## src/hdl/tcch_pkg.sv

```systemverilog
// Shared types, widths and constants for the tilt-compensated compass heading block.
// No dependencies; the cell modules and the top level import this package.
package tcch_pkg;

    // configuration register indexes
    typedef enum logic [1:0] {
        REG_MODE  = 2'd0,
        REG_OFF_X = 2'd1,
        REG_OFF_Y = 2'd2,
        REG_OFF_Z = 2'd3
    } t_reg_idx;

    // square root cells: one result bit per cell
    localparam int ROOT_STEPS = 16;
    localparam int SQ_REM_W   = 31;
    localparam int SQ_ROOT_W  = 32;
    localparam int SQ_TOP_BIT = 30;

    // restoring division cells: one quotient bit per cell
    localparam int DIV_STEPS  = 16;
    localparam int DIV_REM_W  = 33;
    localparam int DIV_DEN_W  = 16;

    // pipeline registers ahead of the first CORDIC cell
    localparam int PRE_STAGES = 2 * ROOT_STEPS + DIV_STEPS + 9;

    // CORDIC datapath widths
    localparam int XW = 52;
    localparam int ZW = 27;
    localparam int AW = 24;

    // angles in units of 2^-16 degree
    localparam logic signed [ZW-1:0] Z180 = ZW'(180 * 65536);
    localparam logic signed [ZW-1:0] Z360 = ZW'(360 * 65536);

    // heading in units of 1/128 degree
    localparam logic [16:0] HEADING_WRAP = 17'd46080;
    localparam logic [24:0] ROUND_HALF   = 25'd256;

    localparam logic signed [15:0] ONE_G = 16'sd16384;

    function automatic logic [AW-1:0] atan_q16(input int idx);
        logic [AW-1:0] v;
        case (idx)
            0:  v = 24'd2949120;
            1:  v = 24'd1740967;
            2:  v = 24'd919879;
            3:  v = 24'd466945;
            4:  v = 24'd234379;
            5:  v = 24'd117304;
            6:  v = 24'd58666;
            7:  v = 24'd29335;
            8:  v = 24'd14668;
            9:  v = 24'd7334;
            10: v = 24'd3667;
            11: v = 24'd1833;
            12: v = 24'd917;
            13: v = 24'd458;
            14: v = 24'd229;
            15: v = 24'd115;
            16: v = 24'd57;
            17: v = 24'd29;
            18: v = 24'd14;
            19: v = 24'd7;
            20: v = 24'd4;
            21: v = 24'd2;
            22: v = 24'd1;
            default: v = 24'd0;
        endcase
        return v;
    endfunction

endpackage

```

## src/hdl/tcch_cordic_cell.sv

```systemverilog
// One CORDIC vectoring cell: rotates toward the x axis by atan(2^-IDX).
// Depends on tcch_pkg for widths and the arctangent table.
module tcch_cordic_cell #(
    parameter int IDX = 0
) (
    input  logic                           i_clk,
    input  logic                           i_en,
    input  logic signed [tcch_pkg::XW-1:0] i_x,
    input  logic signed [tcch_pkg::XW-1:0] i_y,
    input  logic signed [tcch_pkg::ZW-1:0] i_z,
    output logic signed [tcch_pkg::XW-1:0] o_x,
    output logic signed [tcch_pkg::XW-1:0] o_y,
    output logic signed [tcch_pkg::ZW-1:0] o_z
);
    import tcch_pkg::*;

    localparam logic signed [ZW-1:0] Ang = signed'(ZW'(atan_q16(IDX)));

    logic signed [XW-1:0] w_dx;
    logic signed [XW-1:0] w_dy;
    logic signed [XW-1:0] n_x;
    logic signed [XW-1:0] n_y;
    logic signed [ZW-1:0] n_z;
    logic signed [XW-1:0] r_x;
    logic signed [XW-1:0] r_y;
    logic signed [ZW-1:0] r_z;

    always_comb begin
        w_dx = i_y >>> IDX;
        w_dy = i_x >>> IDX;
        if (!i_y[XW-1]) begin
            n_x = i_x + w_dx;
            n_y = i_y - w_dy;
            n_z = i_z + Ang;
        end else begin
            n_x = i_x - w_dx;
            n_y = i_y + w_dy;
            n_z = i_z - Ang;
        end
    end

    always_ff @(posedge i_clk) begin
        if (i_en) begin
            r_x <= n_x;
            r_y <= n_y;
            r_z <= n_z;
        end
    end

    assign o_x = r_x;
    assign o_y = r_y;
    assign o_z = r_z;

endmodule

```

## config.mk

```make
export PLATFORM = sky130hd
export DESIGN_NAME = tcch_cordic_cell
export DESIGN_NICKNAME = d
export VERILOG_FILES = /design/src/hdl/tcch_pkg.sv /design/src/hdl/tcch_cordic_cell.sv
export SDC_FILE = /design/constraint.sdc
export NUM_CORES = 1
export LEC_CHECK = 0
export BUFFER_PORTS_ARGS = -buffer_cell sky130_fd_sc_hd__buf_2
export CAP_MARGIN = 5
export CORE_UTILIZATION = 30
export CTS_CLUSTER_SIZE = 20
export DETAILED_ROUTE_END_ITERATION = 8
export PLACE_DENSITY = 0.53
export SETUP_SLACK_MARGIN = 0.1
export SLEW_MARGIN = 5
export SYNTH_ARGS = -nofsm -noshare
export SYNTH_HDL_FRONTEND = slang
export SYNTH_SLANG_ARGS = --single-unit
```

## constraint.sdc

```tcl
create_clock -name i_clk -period 4.75 [get_ports i_clk]
set_input_delay 0.95 -clock i_clk [delete_from_list [all_inputs] [get_ports i_clk]]
set_output_delay 0.95 -clock i_clk [all_outputs]
set_load 0.02 [all_outputs]
```

==> results.json <==
{
  "first_pass_grt_wire_length_um": 88690,
  "layout-drive-gt1-share": 0.1943,
  "finalHoldViolations": 0,
  "synth_nets": 2050,
  "max-clock-path-buffers": 2,
  "synth_compound_gate_area_share": 0.2704,
  "antenna_violating_nets_left": 0,
  "num_rows": 79,
  "ys.flop_type": "edfxtp_1",
  "regArea_um2": 3904,
  "timing.hold.ws_ns": 0.6208,
  "core_area_um2": 46560,
  "report.final.setup_viol": 0,
  "fin_nets": 2334,
  "cts-root-buf": "clkbuf_16",
  "synth_area_um2": 14150,
  "floorplan.die.width_um": 219.2,
  "synth.ff_latch_count": 130,
  "initial_utilization": 0.3039,
  "fin_area_um2": 17100,
  "gr-usage-met2": 0.3889,
  "detailedPlacementHpwl_um": 48410,
  "busiest_layer": "met2",
  "synth.avg_cell_area_um2": 8.081,
  "use_met3": 0.05128,
  "synth_fa_ha_area_frac": 0.1489,
  "power.ir.vdd_worst_mv": 0.3283,
  "cts.hold.buffers_added": 0,
  "initial_antenna_violation_count": 0,
  "status": "finished clean",
  "dieArea_um2": 48040,
  "grtUsageMet1": 0.3402,
  "fin_cells": 2655,
  "path_class": "in -> reg",
  "critical_path_fanouts_max": 5,
  "via_per_inst": 5.494,
  "max_freq_mhz": 244.3,
  "synth_enable_flop_cells": 130,
  "critical_path.endpoint_type": "register",
  "cap_viol_max_count": 0,
  "setup.worst_path.start_class": "input pin",
  "timing.max_slew.rel_slack": 0.3280,
  "first_global_vias": 14222,
  "setup_repair_after_global_routing_missed_its_margin": "no",
  "timing_max_transition_violations_final": 0,
  "synth.top_cells.by_area": "edfxtp_1, ha_1, a21oi_1",
  "cpMaxStageDelayCell": "or3_1",
  "grtUsageTotal": 0.2490,
  "globalRoute.totalOverflow": 0,
  "synth_xor_area_frac": 0.06375,
  "multiInputGateArea_um2": 9340,
  "clkTransAtPathRegs_ns": 0.07,
  "min_period_ns": 4.094,
  "postSynth.asyncResetShare": 0,
  "leakage_nw": 7.431,
  "syn-instance-count": 1751,
  "grt_max_degree": 90,
  "timing.critical_path.required_ns": 4.99,
  "post_cts_resized": 0,
  "utilization": 0.3673,
  "tritoncts": "built",
  "routedWlPerCell_um": 22.50,
  "synth_top_cell_by_area": "edfxtp_1",
  "critPathTopFamily": "simple AND/OR/NAND/NOR gates",
  "num_vias": 14586,
  "area_growth_syn_to_layout_pct": 20.84,
  "crit_arrival_ns": 4.33,
  "crit_chain": "buf_2 -> inv_1 -> ha_1 -> or3_1 -> buf_4 -> or4_4 -> a21oi_4 -> nor3_1 -> or3_1 -> and2_1 -> o31ai_4 -> a211oi_1 -> a211oi_1",
  "floorplan.die.height_um": 219.2,
  "post-place-cells": 2623,
  "yosys_warnings": 0,
  "cts_setup_buffers": 0,
  "power-per-cell-area_nw_per_um2": 301.0,
  "slowest_delay_ns": 0.49,
  "cts.sink_count": 130,
  "layout_worst_path_cycle_share": 0.8618,
  "critical_path.n_buffers_inverters": 3,
  "routed_wl_um": 59730,
  "antenna-diode-count": 0,
  "yosysSeqAreaShare": 0.2759,
  "dpl_cell_area_um2": 16520,
  "drc_errors": 0,
  "design.portCount": 264,
  "finalSetupTns_ns": 0,
  "largest_family_of_logic_cells_by_synthesized_area": "compound AO/OA/AOI/OAI gates",
  "worst_pin_slew_ns": 1.008,
  "synth_simple_gate_area_frac": 0.1621,
  "holdCritPathClass": "in -> reg",
  "clock_tree.htree_level_count": 4,
  "cts_made_buffers": 17,
  "routabilityCongestion": 0.9623,
  "io_buffer_count": 263,
  "muxShareOfSynthArea": 0.01494,
  "first_iter_violations": 1435,
  "filler_cell_count": 4997,
  "yosys.cell_types.count": 75,
  "synth_top_cell_area_share": 0.2759,
  "dr.pass1.iters": 7
}
## per-layer routing
layer  vias to the layer above  share of wire
met2                       610           0.45
met1                      7008           0.46
li1                       6892              -
met3                        76          0.072
met4                         0          0.023
met5                         -              0
## logic make-up (layout without fill, tap and decap cells)
group,after synthesis,count (layout)
AO/OA/AOI/OAI,614,614
AND/OR/NAND/NOR,480,480
buffers and inverters,237,534
adder cells (fa/ha/maj),166,166
flip-flops,130,130
XOR/XNOR,103,103
multiplexers,21,21
## registers in the layout, indices dropped and copies added, names as in the netlist
name / count
o_x: 52
o_y: 51
o_z: 27
## final timing paths
kind / startpoint / endpoint / slack (ns) / cells past startpoint
max: i_x[8] / o_y[43]$_DFFE_PP_ / 0.66 / 13
min: i_z[4] / o_z[4]$_DFFE_PP_ / 0.62 / 1
## layout make-up
| cell class | count | share of cell area |
|---|---|---|
| clock buffer | 17 | 0.02488 |
| clock inverter | 15 | 0.009220 |
| inverter | 165 | 0.03622 |
| multi-input combinational | 1384 | 0.5462 |
| sequential | 130 | 0.2283 |
| tap | 607 | 0.04442 |
| timing repair buffer | 337 | 0.1107 |
## where the power goes
part           total, mW  switching, mW  leakage [nW]  internal (mW)
clock               1.40          0.659         0.282          0.740
sequential          1.58         0.0667          1.27           1.51
combinational       2.17           1.43          5.88          0.734
total               5.15           2.16          7.43           2.99
## synth_stat cells (all sizes together), types with 11 or more instances
library cell,instances
a211oi,25
a21boi,12
a21o,29
a21oi,237
and2,13
buf,25
clkbuf,47
edfxtp,130
ha,162
inv,160
mux2i,20
nand2,119
nand3,30
nand4,23
nor2,145
nor2b,23
nor3,51
nor4,19
o21a,11
o21ai,144
o21bai,42
o31ai,21
or2,12
xnor2,90
xor2,13
## through the flow
stage	total power, mW	setup WS (ns)
floorplan	2.892	0.8720
global placement	3.735	0.1932
detailed placement	3.735	0.1658
CTS	5.173	0.6993
global route	5.404	0.5020
finish	5.146	0.6562
## cell usage in the layout (no fill, tap or decap), types with 23 or more instances in the layout
master,n
a211oi_1,24
a21o_1,29
a21oi_1,236
buf_2,261
buf_4,74
edfxtp_1,130
ha_1,162
inv_1,158
nand2_1,119
nand3_1,30
nand4_1,23
nor2_1,145
nor2b_1,23
nor3_1,51
o21ai_0,140
o21bai_1,42
xnor2_1,90
Note: power is estimated with default switching activity, not from simulation.
