<file path="src/hdl/tcch_pkg.sv">
// Shared types, widths and constants for the tilt-compensated compass heading block.
// No dependencies; the cell modules and the top level import this package.
package tcch_pkg;

    // configuration register indexes
    typedef enum logic [1:0] {
        REG_MODE  = 2'd0,
        REG_OFF_X = 2'd1,
        REG_OFF_Y = 2'd2,
        REG_OFF_Z = 2'd3
    } t_reg_idx;

    // square root cells: one result bit per cell
    localparam int ROOT_STEPS = 16;
    localparam int SQ_REM_W   = 31;
    localparam int SQ_ROOT_W  = 32;
    localparam int SQ_TOP_BIT = 30;

    // restoring division cells: one quotient bit per cell
    localparam int DIV_STEPS  = 16;
    localparam int DIV_REM_W  = 33;
    localparam int DIV_DEN_W  = 16;

    // pipeline registers ahead of the first CORDIC cell
    localparam int PRE_STAGES = 2 * ROOT_STEPS + DIV_STEPS + 9;

    // CORDIC datapath widths
    localparam int XW = 52;
    localparam int ZW = 27;
    localparam int AW = 24;

    // angles in units of 2^-16 degree
    localparam logic signed [ZW-1:0] Z180 = ZW'(180 * 65536);
    localparam logic signed [ZW-1:0] Z360 = ZW'(360 * 65536);

    // heading in units of 1/128 degree
    localparam logic [16:0] HEADING_WRAP = 17'd46080;
    localparam logic [24:0] ROUND_HALF   = 25'd256;

    localparam logic signed [15:0] ONE_G = 16'sd16384;

    function automatic logic [AW-1:0] atan_q16(input int idx);
        logic [AW-1:0] v;
        case (idx)
            0:  v = 24'd2949120;
            1:  v = 24'd1740967;
            2:  v = 24'd919879;
            3:  v = 24'd466945;
            4:  v = 24'd234379;
            5:  v = 24'd117304;
            6:  v = 24'd58666;
            7:  v = 24'd29335;
            8:  v = 24'd14668;
            9:  v = 24'd7334;
            10: v = 24'd3667;
            11: v = 24'd1833;
            12: v = 24'd917;
            13: v = 24'd458;
            14: v = 24'd229;
            15: v = 24'd115;
            16: v = 24'd57;
            17: v = 24'd29;
            18: v = 24'd14;
            19: v = 24'd7;
            20: v = 24'd4;
            21: v = 24'd2;
            22: v = 24'd1;
            default: v = 24'd0;
        endcase
        return v;
    endfunction

endpackage

</file>
<file path="src/hdl/tcch_div_cell.sv">
// One cell of the pipelined restoring divider: settles one quotient bit.
// Depends on tcch_pkg for datapath widths.
module tcch_div_cell #(
    parameter int SHIFT = 15
) (
    input  logic                           i_clk,
    input  logic                           i_en,
    input  logic [tcch_pkg::DIV_REM_W-1:0] i_rem,
    input  logic [tcch_pkg::DIV_DEN_W-1:0] i_den,
    input  logic [tcch_pkg::DIV_DEN_W-1:0] i_quo,
    output logic [tcch_pkg::DIV_REM_W-1:0] o_rem,
    output logic [tcch_pkg::DIV_DEN_W-1:0] o_den,
    output logic [tcch_pkg::DIV_DEN_W-1:0] o_quo
);
    import tcch_pkg::*;

    localparam logic [DIV_DEN_W-1:0] QBit = DIV_DEN_W'(1) << SHIFT;

    logic [DIV_REM_W-1:0] w_trial;
    logic [DIV_REM_W-1:0] n_rem;
    logic [DIV_DEN_W-1:0] n_quo;
    logic [DIV_REM_W-1:0] r_rem;
    logic [DIV_DEN_W-1:0] r_den;
    logic [DIV_DEN_W-1:0] r_quo;

    always_comb begin
        w_trial = DIV_REM_W'(i_den) << SHIFT;
        if (i_rem >= w_trial) begin
            n_rem = i_rem - w_trial;
            n_quo = i_quo | QBit;
        end else begin
            n_rem = i_rem;
            n_quo = i_quo;
        end
    end

    always_ff @(posedge i_clk) begin
        if (i_en) begin
            r_rem <= n_rem;
            r_den <= i_den;
            r_quo <= n_quo;
        end
    end

    assign o_rem = r_rem;
    assign o_den = r_den;
    assign o_quo = r_quo;

endmodule

</file>
<file path="config.mk">
export PLATFORM = sky130hd
export DESIGN_NAME = tcch_div_cell
export DESIGN_NICKNAME = d
export VERILOG_FILES = /design/src/hdl/tcch_pkg.sv /design/src/hdl/tcch_div_cell.sv
export SDC_FILE = /design/constraint.sdc
export NUM_CORES = 1
export LEC_CHECK = 0
export BUFFER_PORTS_ARGS = -buffer_cell sky130_fd_sc_hd__buf_4
export CORE_MARGIN = 1.5
export CORE_UTILIZATION = 40
export DETAILED_ROUTE_END_ITERATION = 16
export PLACE_DENSITY_LB_ADDON = 0.2
export REMOVE_ABC_BUFFERS = 1
export SYNTH_ARGS = -nofsm -noshare
export SYNTH_HDL_FRONTEND = slang
export SYNTH_SLANG_ARGS = --single-unit
</file>
<file path="constraint.sdc">
create_clock -name i_clk -period 4.1 [get_ports i_clk]
set_input_delay 0.615 -clock i_clk [delete_from_list [all_inputs] [get_ports i_clk]]
set_output_delay 0.615 -clock i_clk [all_outputs]
set_load 0.01 [all_outputs]
</file>
==> impl_metrics.sql <==
INSERT INTO impl_metrics (metric_group, metric, value, unit) VALUES
('sta', 'worst_slew_pin_slew', '0.861', 'ns'),
('die', 'horiz_die_dim', '92.6', 'um'),
('critical_path', 'critPathMaxFanout', '10', ''),
('die', 'floorplan.io_pins', '132', ''),
('clock_network', 'cts_tree', 'yes', ''),
('global_route', 'maximum_number_of_pins_on_one_net_before_global_route_repair', '66', ''),
('die', 'row_count', '32', ''),
('synthesis', 'yosys_most_used_dff', 'edfxtp_1', ''),
('clock_network', 'cts.root.buffer_cell', 'clkbuf_8', ''),
('min_path', 'min-delay-start', 'i_quo[5]', ''),
('global_route', 'grt_util_met1', '26.2', '%'),
('sta', 'minimum_clock_period_after_layout', '3.09', 'ns'),
('clock_network', 'clockBufferDepth', '2', ''),
('pwr', 'part_of_the_total_power_dissipated_in_sequential_elements', '42.5', '%'),
('cells_and_area', 'post_layout_nonfiller_instances', '497', ''),
('clock_network', 'total_cts_buffers', '9', ''),
('pwr', 'p_comb_share', '20.2', '%'),
('clock_network', 'clkSlewWorstSetupHoldPaths', '0.08', 'ns'),
('status', 'status', 'completed', ''),
('critical_path', 'critical_path_class', 'in -> reg', ''),
('global_route', 'grtUsageMet2', '30.0', '%'),
('cells_and_area', 'layout.cells.most_common', 'buf_4', ''),
('synthesis', 'number_of_enable_flip_flop_cells_after_synthesis', '65', ''),
('cells_and_area', 'antenna_cells_inserted', '0', ''),
('flow_run', 'maxCapViolCount', '0', ''),
('synthesis', 'synthesis.yosys.warnings', '0', ''),
('pwr', 'post_layout_total_power', '0.00196', 'W'),
('cells_and_area', 'regArea', '1950', 'sq um'),
('sta', 'timing.final.max_slew_violations', '0', ''),
('placement', 'dp.cells', '481', ''),
('global_route', 'first_global_vias', '2473', ''),
('synthesis', 'post_synth.cell_area_avg', '12.7', 'sq um'),
('die', 'die-area', '8570', 'sq um'),
('die', 'initial_core_util', '41.3', '%'),
('global_route', 'grt_util_all_layers', '19.4', '%'),
('sta', 'finalCritPeriodShare', '75.4', '%'),
('pwr', 'total_leakage_power', '1.93', 'nW'),
('synthesis', 'yosysUniqueCellTypes', '47', ''),
('cells_and_area', 'layout_nets', '474', ''),
('global_route', 'number_of_antenna_violations_at_the_first_check_in_global_routing', '0', ''),
('synthesis', 'syn_area', '3210', 'sq um'),
('clock_network', 'cts_sinks', '65', ''),
('route', 'drt_first_iter_violations', '122', ''),
('pwr', 'p_sw', '0.000477', 'W'),
('min_path', 'worstHoldPathType', 'in -> reg', ''),
('sta', 'tns', '0', 'ns'),
('critical_path', 'launching_element_type_of_the_critical_path', 'primary input', ''),
('critical_path', 'critPathLaunch', 'i_rem[15]', ''),
('pwr', 'cellInternalPower', '0.00148', 'W'),
('route', 'via_count', '2590', ''),
('clock_network', 'cts_setup_buffers', '0', ''),
('sta', 'max_clock_freq', '324', 'MHz'),
('global_route', 'grt.met3_usage', '4.84', '%'),
('die', 'core_area', '7770', 'sq um'),
('sta', 'setup-violations-final', '0', ''),
('pwr', 'vdd_drop_max', '0.190', 'mV'),
('cells_and_area', 'areaGrowthSynthToFinish', '42.4', '%'),
('route', 'drc', '0', ''),
('global_route', 'global_route_wire_length_before_repair', '12500', 'um'),
('sta', 'grt_setup_unrepaired', 'no', ''),
('synthesis', 'ys_seq_elements', '65', ''),
('synthesis', 'synth_seq_area_share', '60.8', '%'),
('global_route', 'globalRoute.busiestLayer', 'met2', ''),
('pwr', 'pd_cells', '428', 'nW/um^2'),
('clock_network', 'h-tree-depth', '3', ''),
('critical_path', 'critPathCaptureType', 'flop', ''),
('route', 'post_drt_via_cell_ratio', '5.21', ''),
('sta', 'slew_headroom', '42.2', '%'),
('clock_network', 'cts.repair.resized', '0', ''),
('pwr', 'netSwitchingFraction', '24.4', '%'),
('global_route', 'gr-total-overflow', '0', '');
-- state kept, by name (all words and copies together) (netlist names) --
register  cells
o_den        16
o_rem        33
o_quo        16
-- cells by family after synthesis --
group                      count (synthesis)  share of synthesized area, %
buffers and inverters                     27                          3.66
adders and majority gates                 17                          6.86
xor gates and xnor gates                  13                          3.55
muxes                                      8                          2.77
AOI/OAI and AO/OA                         52                          10.4
DFF                                       65                          60.8
and+or+nand+nor                           70                          11.9
-- synth_stat cells, drive strengths merged, types with 2 or more instances --
master,number,area (sq um)
a2111oi,2,25.0
a41oi,2,17.5
xnor2,8,70.1
nor4,3,18.8
xor2,5,43.8
buf,4,31.3
inv,20,75.1
or4,3,22.5
a21oi,22,110
ha,16,200
a211oi,2,15.0
nand4,6,37.5
o21ai,7,35.0
nor3,12,60.1
edfxtp,65,1950
and2,4,25.0
nand2b,6,37.5
clkbuf,3,11.3
o211ai,3,27.5
o21bai,3,22.5
mux2,7,78.8
a31oi,4,25.0
nor2,12,45.0
nand2,11,41.3
nor2b,4,25.0
nand3,2,10.0
-- power groups by stage --
stage	Sequential, W	Clock, W	Combinational (W)
4_1_cts	0.000833	0.000741	0.000396
3_3_place_gp	0.000846	0	0.000392
6_report	0.000832	0.000730	0.000395
3_5_place_dp	0.000847	0	0.000395
2_1_floorplan	0.000882	0	0.000152
5_1_grt	0.000838	0.000773	0.000430
-- layout make-up --
type | count | area share, %
multi-input cells | 160 | 25.1
clock inverters | 7 | 3.09
inverters | 20 | 1.64
flip-flops and latches | 65 | 42.7
repair buffers | 134 | 22.0
well taps | 102 | 2.79
clock buffers | 9 | 2.71
-- worst max-delay path: stages --
cell and delay (ns):
buf_4 0.08, inv_1 0.04, ha_1 0.21, fa_1 0.39
nand2b_1 0.18, a211oi_1 0.34, o211ai_2 0.21, a2111oi_2 0.39
nand2b_1 0.18, buf_4 0.20, mux2_2 0.35
-- per-stage QoR --
step	util (%)	area, sq um	setup slack, ns
6_report	58.9	4570	1.01
5_1_grt	58.9	4570	0.852
4_1_cts	58.9	4570	1.02
3_5_place_dp	55.4	4310	0.669
3_3_place_gp	55.4	4310	0.762
2_1_floorplan	-	3170	0.0663
-- worst paths after layout --
path,endpoint,cells past startpoint
worst max-delay path,o_rem[19]$_DFFE_PP_,11
worst min-delay path,o_quo[5]$_DFFE_PP_,1
-- per-layer routing --
layer | up-vias | wire length, um
li1 | 1230 | -
met1 | 1220 | 3710
met2 | 127 | 3760
met3 | 13 | 648
met4 | 0 | 117
met5 | - | 0
Power figures use the tool's default switching activity.
