## config.mk

```make
export PLATFORM = sky130hd
export DESIGN_NAME = tcch_sqrt_cell
export DESIGN_NICKNAME = d
export VERILOG_FILES = /design/src/hdl/tcch_pkg.sv /design/src/hdl/tcch_sqrt_cell.sv
export SDC_FILE = /design/constraint.sdc
export NUM_CORES = 1
export LEC_CHECK = 0
export BUFFER_PORTS_ARGS = -buffer_cell sky130_fd_sc_hd__buf_4
export CORE_MARGIN = 3
export CORE_UTILIZATION = 51
export DETAILED_ROUTE_END_ITERATION = 10
export PLACE_DENSITY = 0.82
export SETUP_SLACK_MARGIN = 0.4
export SKIP_CTS_REPAIR_TIMING = 1
export SLEW_MARGIN = 20
export SYNTH_ARGS = -nofsm -noshare
export SYNTH_HDL_FRONTEND = slang
export SYNTH_SLANG_ARGS = --single-unit
export TNS_END_PERCENT = 30
```

## constraint.sdc

```tcl
create_clock -name i_clk -period 3.6 [get_ports i_clk]
set_clock_uncertainty 0.15 [all_clocks]
set_input_delay 0.72 -clock i_clk [delete_from_list [all_inputs] [get_ports i_clk]]
set_output_delay 0.72 -clock i_clk [all_outputs]
set_load 0.1 [all_outputs]
```

## src/hdl/tcch_pkg.sv

```systemverilog
// Shared types, widths and constants for the tilt-compensated compass heading block.
// No dependencies; the cell modules and the top level import this package.
package tcch_pkg;

    // configuration register indexes
    typedef enum logic [1:0] {
        REG_MODE  = 2'd0,
        REG_OFF_X = 2'd1,
        REG_OFF_Y = 2'd2,
        REG_OFF_Z = 2'd3
    } t_reg_idx;

    // square root cells: one result bit per cell
    localparam int ROOT_STEPS = 16;
    localparam int SQ_REM_W   = 31;
    localparam int SQ_ROOT_W  = 32;
    localparam int SQ_TOP_BIT = 30;

    // restoring division cells: one quotient bit per cell
    localparam int DIV_STEPS  = 16;
    localparam int DIV_REM_W  = 33;
    localparam int DIV_DEN_W  = 16;

    // pipeline registers ahead of the first CORDIC cell
    localparam int PRE_STAGES = 2 * ROOT_STEPS + DIV_STEPS + 9;

    // CORDIC datapath widths
    localparam int XW = 52;
    localparam int ZW = 27;
    localparam int AW = 24;

    // angles in units of 2^-16 degree
    localparam logic signed [ZW-1:0] Z180 = ZW'(180 * 65536);
    localparam logic signed [ZW-1:0] Z360 = ZW'(360 * 65536);

    // heading in units of 1/128 degree
    localparam logic [16:0] HEADING_WRAP = 17'd46080;
    localparam logic [24:0] ROUND_HALF   = 25'd256;

    localparam logic signed [15:0] ONE_G = 16'sd16384;

    function automatic logic [AW-1:0] atan_q16(input int idx);
        logic [AW-1:0] v;
        case (idx)
            0:  v = 24'd2949120;
            1:  v = 24'd1740967;
            2:  v = 24'd919879;
            3:  v = 24'd466945;
            4:  v = 24'd234379;
            5:  v = 24'd117304;
            6:  v = 24'd58666;
            7:  v = 24'd29335;
            8:  v = 24'd14668;
            9:  v = 24'd7334;
            10: v = 24'd3667;
            11: v = 24'd1833;
            12: v = 24'd917;
            13: v = 24'd458;
            14: v = 24'd229;
            15: v = 24'd115;
            16: v = 24'd57;
            17: v = 24'd29;
            18: v = 24'd14;
            19: v = 24'd7;
            20: v = 24'd4;
            21: v = 24'd2;
            22: v = 24'd1;
            default: v = 24'd0;
        endcase
        return v;
    endfunction

endpackage

```

## src/hdl/tcch_sqrt_cell.sv

```systemverilog
// One cell of the pipelined integer square root: settles one root bit.
// Depends on tcch_pkg for datapath widths.
module tcch_sqrt_cell #(
    parameter int BIT_POS = 30
) (
    input  logic                           i_clk,
    input  logic                           i_en,
    input  logic [tcch_pkg::SQ_REM_W-1:0]  i_rem,
    input  logic [tcch_pkg::SQ_ROOT_W-1:0] i_root,
    output logic [tcch_pkg::SQ_REM_W-1:0]  o_rem,
    output logic [tcch_pkg::SQ_ROOT_W-1:0] o_root
);
    import tcch_pkg::*;

    localparam logic [SQ_ROOT_W-1:0] Bit = SQ_ROOT_W'(1) << BIT_POS;

    logic [SQ_ROOT_W-1:0] w_trial;
    logic [SQ_ROOT_W-1:0] w_rem_ext;
    logic                 w_take;
    logic [SQ_REM_W-1:0]  n_rem;
    logic [SQ_ROOT_W-1:0] n_root;
    logic [SQ_REM_W-1:0]  r_rem;
    logic [SQ_ROOT_W-1:0] r_root;

    always_comb begin
        w_trial   = i_root + Bit;
        w_rem_ext = SQ_ROOT_W'(i_rem);
        w_take    = w_rem_ext >= w_trial;
        if (w_take) begin
            n_rem  = SQ_REM_W'(w_rem_ext - w_trial);
            n_root = (i_root >> 1) + Bit;
        end else begin
            n_rem  = i_rem;
            n_root = i_root >> 1;
        end
    end

    always_ff @(posedge i_clk) begin
        if (i_en) begin
            r_rem  <= n_rem;
            r_root <= n_root;
        end
    end

    assign o_rem  = r_rem;
    assign o_root = r_root;

endmodule

```

==> impl_metrics.csv, run 1 <==
group,metric,value,unit
placed_design,detailedPlace.worstSlack,0.0350,ns
sta,fin_crit_sh,0.895,
global_route,grt_overflow,0,
worst_setup_path,arrival,3.17,ns
worst_setup_path,critPathLaunchType,"input port",
global_route,antenna_found_initial,0,
floorplan,die_h,93.4,um
clocking,clkSinkCount,63,
synthesis,synth_common_cells,"edfxtp_1 (63), nand2_1 (46), inv_1 (41)",
synthesis,synth_top_area_frac,0.486,
sta,finalSetupViolations,0,
synthesis,syn_avg_cell_area,10.1,um^2
detailed_routing,drtIter0Drc,131,
synthesis,synth_ff_type,"edfxtp_1",
global_route,use_met1,0.278,
sta,setup_ws,0.379,ns
cells_and_area,antenna_cells,0,
floorplan,die_w,93.4,um
global_route,use_met3,0.0491,
worst_setup_path,crit_type,"in2reg",
sta,slew-limit-headroom,0.470,
power,power,0.00273,W
placed_design,hpwl,7250,um
worst_setup_path,endpoint_kind,"flop",
synthesis,ys_seq_area_frac,0.486,
clocking,cts.path.max_buffers,2,
detailed_routing,ant_nets,0,
sta,fin_crit,3.22,ns
min_path,hold_path_end,"o_root[26]",
global_route,met2_usage,0.361,
floorplan,fp.coreArea,7330,um^2
clocking,htreeDepth,3,
global_route,first_global_vias,3318,
global_route,grt_usage,0.221,
sta,fmax,0.310,GHz
synthesis,syn_nets,481,
detailed_routing,post_drt_via_cell_ratio,5.37,
detailed_routing,firstDrtPassIters,4,
sta,finalMaxSlewViolations,0,
synthesis,synthArstFlopShare,0,
min_path,holdCritStartpoint,"i_root[27]",
cells_and_area,regArea,1890,um^2
clocking,cts_tree,"done",
cells_and_area,drive_gt1_frac,0.323,
worst_setup_path,cp_max_fo,4,
detailed_routing,vias,3393,
synthesis,synth.most_common_cell,"edfxtp_1",
global_route,grt_pass1_wl,15100,um
cells_and_area,final_nets,626,
synthesis,synth_area,3890,um^2
synthesis,synth_warnings,0,
min_path,whs_path_depth,1,
power,leakagePower,2.48,nW
min_path,hold_class,"in2reg",
synthesis,ys_ff_latch,63,
synthesis,syn_inst,384,
placed_design,place_area,5110,um^2
floorplan,die_area,8720,um^2
cells_and_area,multi_input_area,1870,um^2
detailed_routing,wirelength,9920,um
power,power.density,507,nW/um^2
global_route,busiest_layer,"met2",
clocking,cts-root-buf,"clkbuf_8",
sta,tns,0,ns
placed_design,gp_congestion,0.867,
synthesis,synth.area.top_cells,"edfxtp_1 (49%), ha_1 (10%), nand2_1 (4.4%)",
sta,finalHoldViolCount,0,
cells_and_area,area_growth,38.5,%
clocking,clkTransAtPathRegs,0.07,ns
synthesis,synth-edff-count,63,
global_route,grt_max_degree,64,
cells_and_area,fillers,541,
detailed_routing,drc_errors,0,
placed_design,port_buffers,127,
run,max-cap-violations,0,
power,peakVddDrop,256,uV
clocking,cts_buffers,9,
sta,rsz0062_at_grt,"yes",
floorplan,rows,31,
synthesis,synth_cell_types,40,
detailed_routing,wl_per_cell,15.7,um
run_status,status,"finished clean",
floorplan,pin_count,128,
floorplan,start_util,0.531,
synthesis,yosysTopAreaCell,"edfxtp_1",
cells_and_area,postLayoutCellArea,5390,um^2
sta,tightest_slew,0.796,ns
worst_setup_path,cp.required,3.55,ns
-- flip-flops by register name, indices dropped and copies added, names as in the netlist --
register  cells
o_root       32
o_rem        31
-- metrics by stage --
stage	hold slack, ns	cells	utilization
2_1_floorplan	0.669	384	-
3_3_place_gp	0.758	615	0.697
3_5_place_dp	0.759	615	0.697
4_1_cts	0.396	630	0.724
5_1_grt	0.388	632	0.736
6_report	0.405	632	0.736
-- final cells by class --
type / count / area share
clock inverter: 4 / 0.0132
tap: 99 / 0.0230
inverter: 41 / 0.0309
sequential: 63 / 0.351
clock buffer: 11 / 0.0244
timing repair buffer: 143 / 0.210
multi-input combinational: 271 / 0.348
-- worst max path at each step --
stage / from / to / cells past startpoint
2_1_floorplan: i_rem[0] / o_rem[7] / 13
3_3_place_gp: i_rem[0] / o_rem[7] / 13
3_5_place_dp: i_rem[12] / o_rem[25] / 12
4_1_cts: i_rem[12] / o_rem[25] / 12
5_1_grt: i_rem[16] / o_rem[25] / 12
6_report: i_rem[16] / o_rem[25] / 12
-- routing by layer --
metal | vias to the layer above | share of wire
met4 | 0 | 0.028
li1 | 1661 | -
met1 | 1588 | 0.41
met2 | 123 | 0.50
met3 | 21 | 0.061
met5 | - | 0
-- placed cells by master (no fill, tap or decap), types with 9 or more instances in the layout --
master | Yosys | routed
inv_1 | 41 | 40
a21o_1 | 10 | 9
o21ai_1 | 30 | 31
xnor2_1 | 13 | 13
clkbuf_8 | 0 | 9
nand2_1 | 46 | 46
o21ai_0 | 16 | 15
xor2_1 | 16 | 16
a21oi_1 | 28 | 26
nor2_1 | 17 | 17
buf_4 | 3 | 139
edfxtp_1 | 63 | 63
ha_1 | 31 | 26
nand3_1 | 9 | 9
-- worst max-delay path, cell delays in order --
cell and delay [ns]:
buf_4 0.11, ha_1 0.34, a21oi_1 0.24, o21ai_0 0.18
or3_1 0.35, a211oi_2 0.18, o21bai_1 0.16, a21o_1 0.23
a211oi_1 0.29, nor2_1 0.10, xnor2_1 0.18, o21ai_1 0.08
-- report_power, final --
group          switching, W  internal, W  leakage (nW)
Sequential        0.0000208     0.000899         0.616
Combinational      0.000833     0.000328          1.77
Clock              0.000268     0.000384        0.0971
Total               0.00112      0.00161          2.48
-- cells by family (layout without fill, tap and decap cells) --
logic type	after synthesis	in the layout	share of synthesized area
compound gates	114	114	0.173
simple gates	95	95	0.109
flops	63	63	0.486
buf+inv	50	199	0.0588
fa+ha+maj	32	32	0.105
xor+xnor	29	29	0.0653
mux	1	1	0.00289
Note: power is estimated with default switching activity, not from simulation.
==> inputs of run 2 (changes only) <==
==> constraint.sdc (replaced) <==
create_clock -name i_clk -period 3.6 [get_ports i_clk]
set_clock_uncertainty 0.15 [all_clocks]
set_input_delay 0.54 -clock i_clk [delete_from_list [all_inputs] [get_ports i_clk]]
set_output_delay 0.54 -clock i_clk [all_outputs]
set_load 0.1 [all_outputs]
==> impl_metrics.csv, run 2 (same netlist as run 1, synthesis figures left out) <==
group,metric,value,unit
run_status,status,"finished clean",
detailed_routing,wirelength,9380,um
global_route,first_global_vias,3119,
detailed_routing,wl_per_cell,14.9,um
clocking,cts-root-buf,"clkbuf_8",
cells_and_area,area_growth,34.6,%
detailed_routing,firstDrtPassIters,5,
power,power.density,504,nW/um^2
detailed_routing,post_drt_via_cell_ratio,5.34,
clocking,htreeDepth,3,
sta,fmax,0.323,GHz
worst_setup_path,cp_max_fo,6,
sta,tightest_slew,0.791,ns
floorplan,die_w,93.4,um
cells_and_area,fin_cells,629,
placed_design,port_buffers,127,
sta,rsz0062_at_grt,"no",
cells_and_area,fillers,553,
run,max-cap-violations,0,
power,p_int,0.00152,W
detailed_routing,drc_errors,0,
placed_design,gp_congestion,0.869,
global_route,grt_pass1_wl,14500,um
sta,fin_crit,3.09,ns
cells_and_area,multi_input_area,1830,um^2
clocking,cts_buffers,9,
cells_and_area,regArea,1890,um^2
clocking,cts_tree,"done",
worst_setup_path,cp.required,3.56,ns
cells_and_area,antenna_cells,0,
power,swShare,0.426,
cells_and_area,postLayoutCellArea,5240,um^2
sta,finalSetupViolations,0,
floorplan,pin_count,128,
power,p_switching,0.00112,W
floorplan,die_h,93.4,um
global_route,grt_overflow,0,
power,power,0.00264,W
worst_setup_path,crit_type,"in2reg",
power,power.share.sequential,0.348,
detailed_routing,vias,3359,
floorplan,fp.coreArea,7330,um^2
sta,timing.hold.ws,0.217,ns
cells_and_area,drive_gt1_frac,0.309,
sta,finalMaxSlewViolations,0,
cells_and_area,final_nets,622,
floorplan,die_area,8720,um^2
floorplan,start_util,0.531,
detailed_routing,ant_nets,0,
placed_design,hpwl,7110,um
clocking,clkTransAtPathRegs,0.07,ns
clocking,cts.path.max_buffers,2,
sta,finalHoldViolCount,0,
worst_setup_path,critPathLaunchType,"input port",
cells_and_area,layout_commonest_cell,"buf_4",
power,pwr-share-comb,0.424,
worst_setup_path,endpoint_kind,"flop",
power,leakagePower,2.43,nW
placed_design,place_area,4960,um^2
global_route,antenna_found_initial,0,
sta,slew-limit-headroom,0.473,
floorplan,rows,31,
power,peakVddDrop,295,uV
detailed_routing,drtIter0Drc,113,
power,power_frac_clock,0.228,
global_route,grt_max_degree,64,
sta,tns,0,ns
clocking,clkSinkCount,63,
global_route,grt_usage,0.212,
worst_setup_path,arrival,3.05,ns
cells_and_area,largest_register_ffs,32,
placed_design,dp_cells,608,
min_path,hold_class,"in2reg",
sta,fin_crit_sh,0.860,
cells_and_area,layout_common_cells,"buf_4 (135), edfxtp_1 (63), nand2_1 (46)",
run 2: cell count changes in the layout (fill, tap and decap cells not counted), moves of 2 or more:
cell / before / now
buf_4: 139 / 135
ha_1: 26 / 30
buf_6: 0 / 3
clkinv_2: 0 / 3
ha_4: 4 / 1
buf_12: 2 / 0
clkbuf_16: 2 / 0
o21ai_1: 31 / 29
run 2: path summary, 6_finish.rpt:
kind	cells after the start	slack (ns)	to	from
max	13	0.51	o_rem[7]	i_rem[0]
min	1	0.22	o_root[24]	i_root[25]
run 2: stage by stage:
stage           util  setup WS, ns
6_report       0.715         0.506
5_1_grt        0.715         0.397
4_1_cts        0.703         0.401
3_5_place_dp   0.677        0.0460
3_3_place_gp   0.677         0.152
2_1_floorplan      -         0.406
run 2: final cells by class:
class                   instances  area share
multi-input cells             272       0.350
clock inverters                 6      0.0117
flip-flops and latches         63       0.361
inverters                      41      0.0294
clock buffers                  10      0.0244
well taps                      99      0.0236
repair buffers                138       0.200
run 2: power by group through the flow:
| stage | Clock (W) | Sequential [W] | Combinational, W |
|---|---|---|---|
| floorplan | 0 | 0.00147 | 0.000305 |
| global placement | 0 | 0.000935 | 0.00108 |
| detailed placement | 0 | 0.000936 | 0.00109 |
| CTS | 0.000613 | 0.000920 | 0.00110 |
| global route | 0.000641 | 0.000926 | 0.00118 |
| finish | 0.000603 | 0.000919 | 0.00112 |
run 2: layer usage:
| metal | routed length (um) | vias up | global-route usage |
|---|---|---|---|
| met2 | 4600 | 116 | 0.347 |
| li1 | - | 1663 | - |
| met1 | 3930 | 1566 | 0.276 |
| met3 | 655 | 14 | 0.0491 |
| met4 | 191 | 0 | 0.0708 |
| met5 | 0 | - | 0 |
run 2: critical path, stage by stage:
cell and delay, ns:
buf_4 0.12, inv_1 0.05, ha_1 0.18, fa_2 0.22, nand2b_1 0.14, a21oi_2 0.07
o41a_1 0.44, a211o_1 0.32, a21oi_4 0.17, a21oi_1 0.11, o21ai_2 0.18, a21o_4 0.20
mux2_1 0.32
